`src/hw/rtl/tli_pkg.sv`:
```
package tli_pkg;

   localparam int MaxLines  = 4096;
   localparam int TextBytes = 65536;
   localparam int LineW     = $clog2(MaxLines);
   localparam int CountW    = $clog2(MaxLines + 1);
   localparam int OffW      = $clog2(TextBytes + 1);
   localparam int QueueDepth = 2;

   localparam logic [7:0] CharCr = 8'h0d;
   localparam logic [7:0] CharLf = 8'h0a;

   typedef enum logic [2:0] {
      OP_CLEAR  = 3'd0,
      OP_LOAD   = 3'd1,
      OP_POS    = 3'd2,
      OP_OFFSET = 3'd3,
      OP_BOUNDS = 3'd4
   } op_type;

   typedef enum logic [1:0] {
      ST_OK        = 2'd0,
      ST_TEXT_FULL = 2'd1,
      ST_LINE_FULL = 2'd2
   } status_type;

   typedef struct packed {
      logic [2:0]        op;
      logic [7:0]        data_byte;
      logic [OffW-1:0]   query_offset;
      logic [LineW-1:0]  query_line;
      logic [OffW-1:0]   query_column;
   } req_type;

   typedef struct packed {
      logic [1:0]        status;
      logic [LineW-1:0]  line_number;
      logic [OffW-1:0]   column_number;
      logic [OffW-1:0]   result_offset;
      logic [OffW-1:0]   line_end;
      logic              line_valid;
      logic [CountW-1:0] line_count;
   } rsp_type;

   typedef enum logic [3:0] {
      BK_IDLE,
      BK_SEARCH_RD,
      BK_SEARCH_CMP,
      BK_POS_RD,
      BK_POS_DONE,
      BK_A_RD,
      BK_B_RD,
      BK_B_WAIT,
      BK_DONE
   } back_state_type;

endpackage

```
`src/hw/rtl/tli_queue.sv`:
```
module tli_queue (
   input  logic             clock,
   input  logic             reset,
   input  logic             push,
   input  tli_pkg::req_type push_data,
   output logic             full,
   input  logic             pop,
   output logic             not_empty,
   output tli_pkg::req_type pop_data
);
   import tli_pkg::*;

   localparam int PtrW = $clog2(QueueDepth);

   req_type            slot_ff [QueueDepth];
   logic [PtrW-1:0]    wr_ptr_ff, rd_ptr_ff;
   logic [PtrW:0]      count_ff;

   assign full      = (count_ff == (PtrW + 1)'(QueueDepth));
   assign not_empty = (count_ff != '0);
   assign pop_data  = slot_ff[rd_ptr_ff];

   // payload slots
   always_ff @(posedge clock) begin
      if (push) begin
         slot_ff[wr_ptr_ff] <= push_data;
      end
   end

   // pointers and fill count
   always_ff @(posedge clock) begin
      if (reset) begin
         wr_ptr_ff <= '0;
         rd_ptr_ff <= '0;
         count_ff  <= '0;
      end else begin
         if (push) wr_ptr_ff <= wr_ptr_ff + 1'b1;
         if (pop)  rd_ptr_ff <= rd_ptr_ff + 1'b1;
         count_ff <= count_ff + (PtrW + 1)'(push) - (PtrW + 1)'(pop);
      end
   end

endmodule

```
`config.mk`:
```
export PLATFORM = sky130hd
export DESIGN_NAME = tli_queue
export DESIGN_NICKNAME = d
export VERILOG_FILES = /design/src/hw/rtl/tli_pkg.sv /design/src/hw/rtl/tli_queue.sv
export SDC_FILE = /design/constraint.sdc
export NUM_CORES = 1
export LEC_CHECK = 0
export ABC_AREA = 1
export BUFFER_PORTS_ARGS = -buffer_cell sky130_fd_sc_hd__buf_2
export CAP_MARGIN = 20
export CORE_ASPECT_RATIO = 1.75
export CORE_MARGIN = 8
export CORE_UTILIZATION = 55
export DETAILED_ROUTE_END_ITERATION = 10
export HOLD_SLACK_MARGIN = 0.1
export PLACE_DENSITY_LB_ADDON = 0.05
export SETUP_SLACK_MARGIN = 0.02
export SLEW_MARGIN = 15
export SYNTH_ARGS = -nofsm -noshare
export SYNTH_HDL_FRONTEND = slang
export SYNTH_SLANG_ARGS = --single-unit
```
`constraint.sdc`:
```
create_clock -name clock -period 6 [get_ports clock]
set_clock_uncertainty 0.1 [all_clocks]
set_input_delay 0.3 -clock clock [delete_from_list [all_inputs] [get_ports clock]]
set_output_delay 0.3 -clock clock [all_outputs]
set_load 0.1 [all_outputs]
```
Word-level counts from Yosys, hierarchy flattened
Memories as Yosys holds them, arrays and structs flattened. A register that Yosys moved wholly into a read port is not among the register bits.
Index checks and enable logic that the tools add are counted.
{"block": "classes", "n_addsub": 4, "n_eq_ne": 1, "muxes": 4, "n_reduce_logical": 1}
{"op": "1-bit two-way mux", "n": 4}
{"op": "1-bit adder (second input constant)", "n": 2}
{"op": "2-bit by 1-bit adder with 2-bit output", "n": 1}
{"op": "2-bit equality test (second input constant)", "n": 1}
{"op": "2-bit nonzero test", "n": 1}
{"op": "2-bit by 1-bit subtractor with 2-bit output", "n": 1}
{"block": "word_totals", "reg_bits": 4, "ramBits": 114, "out_inout_bits": 59, "memories": 1}
{"name": "slot_ff", "words": 2, "width": 57, "read_ports": 1, "rd_ports_with_merged_regs": 1, "write_ports": 1, "line": "tli_queue.sv:15", "text": "req_type slot_ff [QueueDepth];"}

Depth between registers and ports, before layout
{"block": "depth", "word_depth": 3, "ltp_mapped": 9}

Least setup slack after synthesis
OpenSTA, ideal clock, no wires.
{"block": "synth_path", "kind": "input -> register", "startpoint": "input port push", "endpoint": "memory slot_ff[0][0] (netlist bit), enable pin", "setup_ns": 0.473, "arrival_time_ns": 2.732, "slack_ns": 2.695, "path_stages": 2, "n_path_buf": 0, "cell_sequence": "inv_1 nor2_1"}
{"block": "synth_via", "elab_chain_cells": 2}
{"element": "start: declaration", "line": "tli_queue.sv:4", "text": "input logic push,"}
{"element": "1-bit two-way mux", "line": "tli_queue.sv:25", "text": "if (push) begin"}
{"element": "1-bit two-way mux (not written as such)", "line": "tli_queue.sv:26", "text": "slot_ff[wr_ptr_ff] <= push_data;"}
{"element": "end: declaration", "line": "tli_queue.sv:15"}
No other way between the ends.

==> results by group <==
Outcome
  • Status: complete, no violations

Worst setup path
  • Cell Chain, Critical Path: buf_4 -> mux2_2 -> buf_2
  • Master of the slowest instance on the critical path: buf_4
  • CP max stage delay: ~0.70 ns
  • Cell family with most CP delay: buffers and inverters
  • Critical Path Fanout Max: 57
  • Crit path DAT: 2.19 ns
  • Critical path class: reg2out
  • CP Buf/Inv Count: 2
  • Worst setup SP type: flop
  • Worst path required time: between 5 and 6 ns
  • Setup crit end kind: output pin

STA
  • Max-slew headroom: between 30% and 40%
  • Slew Limit Fails: 0
  • Final WS setup: 3.41 ns
  • Fmax: approximately 390 MHz
  • Final Hold Viols: 0
  • Tcrit/Tclk final: between 40% and 50%
  • Final setup vio count: 0
  • Min Tclk post-route: around 2.6 ns
  • Slew @ Worst Pin: just over 0.9 ns
  • Setup_tns: 0 ns
  • Unrepaired setup endpoints after global routing: no

Power
  • Pwr per Cell Area: ~370 mW/mm^2
  • Static leakage: 0.00249 uW
  • Power Total: ~2300 uW
  • Maximum vdd drop: ~0.38 mV

Detailed routing
  • First DRT Iteration DRCs: between 100 and 150
  • ANT nets after route: 0
  • Wirelength per Cell: between 15 and 20 microns
  • Post-Route WL: about 9000 microns
  • Total number of vias: between 2000 and 3000
  • DRC viols: 0
  • DR vias/cell: between 5 and 6
  • DRT Pass-1 Iters: 4

CTS
  • Total CTS buffers: 17
  • Clk root buf: clkbuf_16
  • CTS tree: built
  • Setup Buffers After CTS: 0
  • Clk slew on worst S/H paths: approximately 0.05 ns
  • Max H-tree Level: 4
  • Max clock buf depth: 2
  • Clk sinks: 119
  • Clk_lat worst skew: about 0.4 ns

Logic synthesis
  • Register area share after synthesis: approximately four fifths
  • Synth Area in Simple Gates: under 10%
  • Net count after synthesis: about 270
  • Compound-cell area share of the yosys netlist: less than 1%
  • Cell count after synthesis: about 210
  • Yosys reg bits: 119
  • Largest family of logic cells by synthesized area: multiplexers
  • Yosys warning count: 0
  • Synthesized area: 0.00446 sq mm
  • Multiplexer area fraction after synthesis: between 10% and 20%
  • Post-synthesis xor/xnor area fraction: less than 1%
  • Mapped Avg Cell Area: between 20 and 25 sq um
  • Adder-Cell Fraction of Synth Area: less than 1%
  • Netlist cell types: 14

GRT
  • First-pass GRT wire length: ~14000 microns
  • Vias in the first global route: 2824
  • Tot GR Track Use: between 10% and 20%
  • Total gr overflow: 0
  • Antenna violations before repair: 0
  • Pin count of the biggest net entering global routing: 58

Cells and area
  • P&R area growth vs syn: 39.4%
  • Filler cells: 441
  • Antenna cells: 0
  • Cell area after layout: ~0.0062 sq mm
  • Fin nets: about 470
  • Area taken by multi-input logic gates: between 800 and 900 sq um
  • Layout cells sized above 1: between 40% and 50%
  • Sequential Area: between 0.003 and 0.004 sq mm

Place
  • PortBufs: about 120
  • Placed Area: around 0.0051 sq mm
  • DP HPWL: 5620 microns
  • DP Worst Slack: between 3 and 4 ns
  • GP Congestion: roughly 0.72

Hold path
  • Min-delay worst type: in2reg

Floorplan
  • DIE AREA: between 0.01 and 0.015 sq mm
  • DIE HEIGHT: about 140 microns
  • Die width: roughly 84 microns
  • Core area: 0.00791 sq mm
  • I/O Pins: 120
  • Core Rows: 43
  • Starting Density: between 50 and 60%

Flow run
  • Max-cap violations: 0
==> layer usage <==
layer	share of wire [%]	global-route usage, %
met1	37	15.4
met5	0	0
met3	7.6	7.60
met2	54	28.5
met4	1.7	7.92
==> power by group <==
group          internal, uW  leakage (uW)  switching, uW  total, uW
registers               964       0.00111           11.0        975
logic                   127       0.00114            404        531
clock network           512      0.000236            302        814
==> synthesized netlist by cell type <==
master,number,area (sq um)
ha_1,2,25.0
a21oi_1,1,5.00
buf_2,2,10.0
xnor2_1,1,8.76
mux2_4,30,450
buf_6,4,45.0
nor2_1,7,26.3
dfxtp_1,5,100
mux2_2,27,304
nand2_1,5,18.8
nor3_1,1,5.00
edfxtp_1,114,3420
inv_1,8,30.0
nand3_1,1,5.00
==> worst reg2reg max path: stages (launching register included) <==
cell,delay (ns)
dfxtp_1,0.38
nand2_1,0.08
inv_2,0.22
buf_4,0.58
==> cells by family (layout without fill, tap and decap cells) <==
logic type               count (synthesis)  count (layout)
flip-flops                             119             119
buffers and inverters                   14             220
AND/OR/NAND/NOR                         14              14
XOR/XNOR                                 1               1
AO/OA/AOI/OAI                            1               1
multiplexers                            57              57
adder cells (fa/ha/maj)                  2               2
==> repair_timing <==
action,CTS,global route
resized for setup,0,0
hold buffers,59,0
setup endpoints to repair,0,0
endpoints found under the hold margin,118,0
==> flip-flops by register name, indices dropped and copies added (netlist names), named ones only <==
name,flops
slot_ff,114
rd_ptr_ff,1
count_ff,2
wr_ptr_ff,1
==> final timing paths <==
path / from / endpoint / slack [ns] / cells after the start
setup / recovery: flop / pop_data[6] / 3.41 / 3
setup reg to reg: wr_ptr_ff / slot_ff[1][51] / 4.24 / 3
hold reg to reg: rd_ptr_ff / rd_ptr_ff / 0.44 / 2
hold / removal: pop / rd_ptr_ff / 0.11 / 3
==> area by class of cell <==
cell class / instances / share of cell area (%)
flip-flops and latches: 119 / 56.7
inverters: 8 / 0.483
repair buffers: 181 / 19.5
well taps: 90 / 1.81
clock buffers: 23 / 7.21
clock inverters: 8 / 0.544
multi-input cells: 75 / 13.8
==> cells in the final DEF (no fill, tap or decap) <==
master	n
nor2_4	1
a21oi_1	1
mux2_4	30
clkbuf_16	17
inv_1	7
clkinv_2	3
mux2_2	27
dfxtp_1	4
clkinv_1	5
nand3_1	1
edfxtp_1	114
nor2_1	6
nor3_1	1
ha_1	2
xnor2_1	1
inv_2	1
dlygate4sd3_1	59
buf_2	119
dfxtp_2	1
clkbuf_1	6
buf_4	3
nand2_1	5
==> through the flow <==
step | hold slack, ns | cells | util (%)
final | 0.114 | 504 | 78.6
after global routing | 0.122 | 504 | 78.6
after CTS | 0.102 | 504 | 78.6
after detailed placement | 0.391 | 414 | 65.0
after global placement | 0.387 | 414 | 65.0
after floorplan | 0.271 | 208 | -
Note: power is estimated with default switching activity, not from simulation.
